$ cat config.mk
export PLATFORM = sky130hd
export DESIGN_NAME = cikht_hash
export DESIGN_NICKNAME = d
export VERILOG_FILES = /design/src/hdl/cikht_pkg.sv /design/src/hdl/cikht_hash.sv
export SDC_FILE = /design/constraint.sdc
export NUM_CORES = 1
export LEC_CHECK = 0
export BUFFER_PORTS_ARGS = -buffer_cell sky130_fd_sc_hd__buf_2
export CORE_AREA = 2 2 68 70
export DETAILED_ROUTE_END_ITERATION = 16
export DIE_AREA = 0 0 70 72
export GPL_ROUTABILITY_DRIVEN = 1
export PLACE_DENSITY = 0.94
export SLEW_MARGIN = 10
export SYNTH_ARGS = -nofsm -noshare
export SYNTH_HDL_FRONTEND = slang
export SYNTH_SLANG_ARGS = --single-unit
$ cat constraint.sdc
create_clock -name clk -period 8.4 [get_ports clk]
set_input_delay 0.42 -clock clk [delete_from_list [all_inputs] [get_ports clk]]
set_output_delay 0.42 -clock clk [all_outputs]
set_load 0.02 [all_outputs]
$ cat src/hdl/cikht_pkg.sv
package cikht_pkg;

    // Default sizing
    localparam int TABLE_SIZE_DEF    = 64;
    localparam int MAX_KEY_BYTES_DEF = 16;

    // Fixed field widths
    localparam int KEY_W      = 64;
    localparam int KEY_LEN_W  = 5;
    localparam int HANDLE_W   = 32;
    localparam int CMD_W      = 2;
    localparam int STATUS_W   = 2;
    localparam int SLOT_W     = 6;

    // djb2 constants
    localparam logic [63:0] HASH_START = 64'd5381;
    localparam int          HASH_SHIFT = 5;

    // Command codes (any other code is taken as a fetch)
    localparam logic [CMD_W-1:0] CMD_STORE_NORMAL = 2'd0;
    localparam logic [CMD_W-1:0] CMD_STORE_META   = 2'd1;
    localparam logic [CMD_W-1:0] CMD_FETCH        = 2'd2;

    // Status codes
    localparam logic [STATUS_W-1:0] STATUS_OK        = 2'd0;
    localparam logic [STATUS_W-1:0] STATUS_FULL      = 2'd1;
    localparam logic [STATUS_W-1:0] STATUS_NOT_FOUND = 2'd2;

    // One table entry as held in the slot memory
    typedef struct packed {
        logic                 used;
        logic [KEY_W-1:0]     key_low;
        logic [KEY_W-1:0]     key_high;
        logic [KEY_LEN_W-1:0] key_len;
        logic [HANDLE_W-1:0]  command;
        logic [HANDLE_W-1:0]  format;
        logic                 is_meta;
    } entry_t;

    // Controller states
    typedef enum logic [2:0] {
        ST_CLEAR,
        ST_IDLE,
        ST_HASH,
        ST_PROBE,
        ST_RESULT
    } ctrl_state_t;

    // Hash unit states
    typedef enum logic [1:0] {
        HS_IDLE,
        HS_ACC,
        HS_MOD
    } hash_state_t;

endpackage

$ cat src/hdl/cikht_hash.sv
module cikht_hash #(
    parameter int TABLE_SIZE = cikht_pkg::TABLE_SIZE_DEF
) (
    input  logic                                clk,
    input  logic                                rst_n,
    input  logic                                start,
    input  logic [2*cikht_pkg::KEY_W-1:0]       key,
    input  logic [cikht_pkg::KEY_LEN_W-1:0]     key_len,
    output logic                                done,
    output logic [$clog2(TABLE_SIZE)-1:0]       home
);

    localparam int  IDX_W   = $clog2(TABLE_SIZE);
    localparam int  R_W     = IDX_W + 1;
    localparam bit  IS_POW2 = (TABLE_SIZE == (1 << IDX_W));
    localparam logic [R_W-1:0] MODULUS = R_W'(TABLE_SIZE);

    cikht_pkg::hash_state_t hs_reg, hs_next;
    logic [63:0]                       h_reg, h_next;
    logic [cikht_pkg::KEY_LEN_W-1:0]   pos_reg, pos_next;
    logic [R_W-1:0]                    r_reg, r_next;
    logic [2:0]                        chunk_reg, chunk_next;
    logic [IDX_W-1:0]                  home_reg, home_next;
    logic                              done_reg, done_next;
    logic [7:0]                        cur_byte;
    logic [R_W-1:0]                    r_step;

    // Restoring remainder over eight hash bits, most significant first
    function automatic logic [R_W-1:0] mod_byte(input logic [R_W-1:0] r_in,
                                               input logic [7:0] bits);
        logic [R_W-1:0] r;
        r = r_in;
        for (int k = 7; k >= 0; k--)
        begin
            r = {r[R_W-2:0], bits[k]};
            if (r >= MODULUS)
            begin
                r = r - MODULUS;
            end
        end
        return r;
    endfunction

    assign cur_byte = key[{pos_reg[3:0], 3'b000} +: 8];
    assign r_step   = mod_byte(r_reg, h_reg[63:56]);

    // One key byte per cycle, then 8 remainder bits per cycle for non-pow2 sizes
    always_comb
    begin
        hs_next    = hs_reg;
        h_next     = h_reg;
        pos_next   = pos_reg;
        r_next     = r_reg;
        chunk_next = chunk_reg;
        home_next  = home_reg;
        done_next  = 1'b0;
        case (hs_reg)
            cikht_pkg::HS_IDLE:
            begin
                if (start)
                begin
                    h_next   = cikht_pkg::HASH_START;
                    pos_next = '0;
                    hs_next  = cikht_pkg::HS_ACC;
                end
            end
            cikht_pkg::HS_ACC:
            begin
                if (pos_reg < key_len)
                begin
                    h_next   = (h_reg << cikht_pkg::HASH_SHIFT) + h_reg + {56'd0, cur_byte};
                    pos_next = pos_reg + 1'b1;
                end
                else if (IS_POW2)
                begin
                    home_next = h_reg[IDX_W-1:0];
                    done_next = 1'b1;
                    hs_next   = cikht_pkg::HS_IDLE;
                end
                else
                begin
                    r_next     = '0;
                    chunk_next = '0;
                    hs_next    = cikht_pkg::HS_MOD;
                end
            end
            cikht_pkg::HS_MOD:
            begin
                r_next     = r_step;
                h_next     = h_reg << 8;
                chunk_next = chunk_reg + 1'b1;
                if (chunk_reg == 3'd7)
                begin
                    home_next = r_step[IDX_W-1:0];
                    done_next = 1'b1;
                    hs_next   = cikht_pkg::HS_IDLE;
                end
            end
            default:
            begin
                hs_next = cikht_pkg::HS_IDLE;
            end
        endcase
    end

    // Control registers
    always_ff @(posedge clk or negedge rst_n)
    begin
        if (!rst_n)
        begin
            hs_reg   <= cikht_pkg::HS_IDLE;
            done_reg <= 1'b0;
        end
        else
        begin
            hs_reg   <= hs_next;
            done_reg <= done_next;
        end
    end

    // Datapath registers
    always_ff @(posedge clk)
    begin
        h_reg     <= h_next;
        pos_reg   <= pos_next;
        r_reg     <= r_next;
        chunk_reg <= chunk_next;
        home_reg  <= home_next;
    end

    assign done = done_reg;
    assign home = home_reg;

endmodule

## Word level (Yosys, flattened, before mapping)

Cells that the tools add are included.

| word-level totals | value |
|---|---|
| bits of input ports | 136 |
| flip-flop bits (word level) | 87 |
| word-level logic and storage cells | 68 |
| output and inout bits | 7 |

| operators by class | value |
|---|---|
| add/sub/neg operators | 12 |
| multiplexer cells | 24 |
| magnitude comparators | 9 |
| reductions and logical operators | 8 |
| equal/unequal tests | 7 |
| shift operators | 1 |

Operators by type and width:

| operator | number |
|---|---|
| $pmux W64 S3 | 1 |
| $mux W64 | 2 |
| $shiftx A128 B8 Y8 | 1 |
| $add A64 B64 Y64 | 1 |
| $add A64 B8 Y64 | 1 |
| $mux W6 | 10 |
| $ge A7 B7 Y1 const B | 8 |
| $sub A6 B1 Y6 const B | 8 |
| $pmux W6 S2 | 1 |
| $reduce_and A3 Y1 | 4 |
| $mux W5 | 2 |
| $pmux W5 S2 | 1 |
| $ne A2 B2 Y1 const B | 4 |
| $mux W2 | 3 |
| $pmux W2 S3 | 1 |
| $add A5 B1 Y5 const B | 1 |
| $lt A5 B5 Y1 | 1 |
| $reduce_bool A2 Y1 | 2 |
| $add A3 B1 Y3 const B | 1 |
| $eq A3 B3 Y1 const B | 1 |
| $reduce_bool A3 Y1 | 1 |
| $eq A2 B1 Y1 const B | 1 |
| $eq A2 B2 Y1 const B | 1 |
| $logic_not A2 Y1 | 1 |
| 2 further kinds | 3 |

## Depth between registers and ports, before layout

| depth | value |
|---|---|
| depth in word-level cells | 18 |
| depth in mapped cells | 14 |
| mapped depth without buffers | 12 |

## Worst setup path before layout

No wires, ideal clock.

| timing | value |
|---|---|
| kind | reg-to-reg |
| start | reg pos_reg[0] in the netlist's numbering |
| end | reg h_reg[5], data pin |
| buffers on the path | 3 |
| stages on the path, launching flop included | 15 |
| clock period less this slack | 3.370 ns |
| slack | 5.030 ns |
| arrival | 3.115 ns |
| setup time | 0.255 ns |
| required time | 8.145 ns |
| cell sequence | edfxtp_1 buf_6 buf_6 buf_6 mux4_2 mux2i_1 a21oi_1 ha_1 ha_1 fa_1 a21o_1 a21oi_1 xnor2_1 xnor2_1 and2_1 |

| between the ends | value |
|---|---|
| cells in the longest elaborated chain, start to end | 4 |

Ends and longest elaborated chain:

| what | line | source |
|---|---|---|
| from (decl) | cikht_hash.sv:20 | `logic [cikht_pkg::KEY_LEN_W-1:0] pos_reg, pos_next;` |
| from (signal assigned) | cikht_hash.sv:125 | `pos_reg <= pos_next;` |
| $shiftx A128 B8 Y8 | cikht_hash.sv:44 | `assign cur_byte = key[{pos_reg[3:0], 3'b000} +: 8];` |
| $add A64 B8 Y64 | cikht_hash.sv:71 | `h_next = (h_reg << cikht_pkg::HASH_SHIFT) + h_reg + {56'd0, cur_byte};` |
| $mux W64 | cikht_hash.sv:69 | `if (pos_reg < key_len)` |
| $pmux W64 S3 | cikht_hash.sv:57 | `case (hs_reg)` |
| to (signal assigned) | cikht_hash.sv:124 | `h_reg <= h_next;` |
| to (decl) | cikht_hash.sv:19 | `logic [63:0] h_reg, h_next;` |

Every way passes these cells. The select of a mux whose other input is x is not followed.
A chain may end at the register's enable or synchronous reset.

## Worst setup path in the final report

Ends and elaborated chain as after synthesis.

==> summary.md <==
| Metric | Value |
|---|---|
| Status | finished clean |
| LEAKAGE | 1.147 nW |
| Drc violations | 0 |
| # rows | 24 |
| Placed Area | 2382 sq um |
| CTS root buffer | clkbuf_8 |
| Distinct cell type count after synthesis | 23 |
| Diode count | 0 |
| Slew @ Worst Pin | 0.8194 ns |
| Power share of the clock group | 0.069 |
| Pwr Density | 380.6 nW/um^2 |
| Syn avg cell area | 13.92 sq um |
| Post-CTS Resized | 0 |
| Die Wd | 70 microns |
| Share of cells above drive strength 1 | 0.5798 |
| Starting Density | 0.4243 |
| Yosys top cell by area | edfxtp_1 |
| CP max FO | 28 |
| Number of flops mapped to enable cells by yosys | 17 |
| Flop pwr share | 0.245 |
| Post-synthesis sequential area ratio | 0.3098 |
| Clock buffer depth | 2 |
| Post-synthesis cell count | 130 |
| Vias in the first global route | 1626 |
| Routed wire per std cell | 15.17 microns |
| TNS Setup | 0 ns |
| Via density | 5.379 |
| Die Area | 5040 sq um |
| Maxcap violations | 0 |
| Ports | 143 |
| DRT iter0 DRCs | 64 |
| Total core area | 4264 sq um |
| Ys async rst share | 0.1053 |
| Total CTS buffers | 3 |
| Clock-pin slew on the worst setup and hold paths | 0.07 ns |
| Total GRT Usage | 0.1757 |
| RSZ-0062 raised after global routing | false |
| CTS tree | built |
| Final ANT Viol Nets | 0 |
| Slew headroom | 0.4480 |
| Htree depth | 1 |
| Synthesis Warnings | 0 |
| Setup ws final | 4.687 ns |
| Port buffer count | 110 |
| Pre-CTS setup slack | 4.688 ns |
| Post-DP HPWL | 3740 microns |
| Crit end category | register |
| Final cell utilization of the core | 0.5716 |
| Die Y | 72 microns |
| Main synth FF type | edfxtp_1 |
| Final Hold Violating Endpoints | 0 |
| Worst setup SP type | register |
| Comb power frac | 0.686 |
| NetSw | 362.0 uW |
| Synth area leaders | edfxtp_1 28%, mux4_2 25%, ha_1 9.7% |
| Clock Latency Late Sink | 0.26 ns |
| Syn_nets | 281 |
| Yosys top cell area share | 0.2822 |
| GRT overflow | 0 |
| Period minus WS final | 3.713 ns |
| Pre-antenna DRT Iters | 4 |
| Syn Std Cell Area | 1809 sq um |
| Worst Hold Class | input pin to register |
| Fillcell total | 383 |
| Worst EP arrival | 3.73 ns |
| GPL Wtd Cong | 0.7601 |
| Area growth, synth to finish | 34.72% |
| Sink Count | 19 |
| Synthesized flop and latch total | 19 |
| Fin. max-slew vios | 0 |
| Worst Path Required | 8.42 ns |
| Worst Setup Path Type | register to register |
| Design area | 2437 sq um |
| Largest net degree at the start of global routing | 29 |
| Fin crit share | 0.4420 |
| Power Total | 927.6 uW |
| Final setup vio count | 0 |
| Fmax | 269.3 MHz |
| Antenna violations before repair | 0 |
| Worst Clk Skew | 0.002738 ns |
| WL final | 4400 microns |
| Int Pwr | 565.6 uW |
| Switching fraction of total power | 0.3902 |
| Post-CTS Repair Setup Buffers | 0 |
| Max VDD drop | 155.5 uV |
| DR vias | 1560 |
| First-pass GRT wire length | 6906 microns |
| Layout Nets | 390 |
[Yosys cell counts (3+ instances only)]
master    instances
mux4_2           20
edfxtp_1         17
ha_1             14
a21oi_1           8
and2_1            8
mux2i_1           8
nor2b_1           6
xnor2_1           6
a211oi_1          5
a21o_1            4
buf_2             4
inv_1             4
mux4_1            4
buf_6             3
clkbuf_1          3
nand2b_1          3
xor2_1            3
[worst max-delay path, stage by stage (launching register included)]
cell and delay, ns:
edfxtp_1 0.33, buf_4 0.40, mux4_2 0.56, nor2b_1 0.14
a211oi_1 0.25, a21oi_1 0.09, ha_1 0.30, ha_1 0.23
fa_1 0.41, a21o_1 0.20, a21oi_1 0.17, xnor2_1 0.15
xnor2_1 0.08, and2_1 0.15
[layout by cell type, fill, tap and decap left out, types with 5 or more instances in the layout]
cell | netlist | final
nor2b_1 | 6 | 6
a211oi_1 | 5 | 5
mux4_2 | 20 | 20
mux2i_1 | 8 | 8
edfxtp_1 | 17 | 17
buf_2 | 4 | 110
xnor2_1 | 6 | 6
a21oi_1 | 8 | 8
ha_1 | 14 | 14
and2_1 | 8 | 8
[cell type report]
type                       instances  area, sq um  share of cell area
timing repair buffer             114        583.1              0.2392
clock buffer                       4        45.04             0.01848
tap                               52        65.06             0.02669
sequential                        19        560.5              0.2300
inverter                           4        15.01            0.006160
multi-input combinational         97         1169              0.4795
[path summary, 6_finish.rpt]
path	from	to	slack (ns)	depth (start not counted)
worst min register to register	h_reg[4]	home[4]	0.47	0
worst max register to register	pos_reg[0]	h_reg[5]	4.69	13
min in group asynchronous	rst_n	done	0.46	2
worst min-delay path	start	hs_reg[0]	0.45	2
max in group asynchronous	rst_n	hs_reg[0]	7.84	2
worst max-delay path	pos_reg[0]	h_reg[5]	4.69	13
[through the flow]
step,hold WS (ns),cells
floorplan,0.1244,130
global placement,0.2062,285
detailed placement,0.2086,285
CTS,0.4469,290
global route,0.4559,290
finish,0.4520,290
[power groups by stage]
stage	registers [mW]	logic (mW)	clock network [mW]
after floorplan	0.232	0.521	0
after global placement	0.225	0.611	0
after detailed placement	0.231	0.648	0
after CTS	0.229	0.650	0.0658
after global routing	0.234	0.711	0.0690
final	0.227	0.636	0.0643
[kinds of logic (layout without fill, tap and decap cells)]
| group | count (synthesis) | in the layout | share of synthesized area |
|---|---|---|---|
| flops | 19 | 19 | 0.3098 |
| xor+xnor | 9 | 9 | 0.04357 |
| buf+inv | 14 | 122 | 0.04426 |
| simple gates | 21 | 21 | 0.06847 |
| fa+ha+maj | 15 | 15 | 0.1079 |
| compound gates | 20 | 20 | 0.07469 |
| mux | 32 | 32 | 0.3513 |
[repair_timing]
item,4_1_cts,5_1_grt
hold buffers,1,0
hold endpoints to repair,2,0
endpoints found under the setup margin,0,0
[metal layers]
metal	global-route usage	vias to the layer above	wire length, microns
met5	0	-	0
met2	0.3587	70	2517
li1	-	740	-
met4	0.06410	0	84
met3	0.03472	9	308
met1	0.1741	741	1490
No activity file was read; power rests on OpenSTA's default activity.
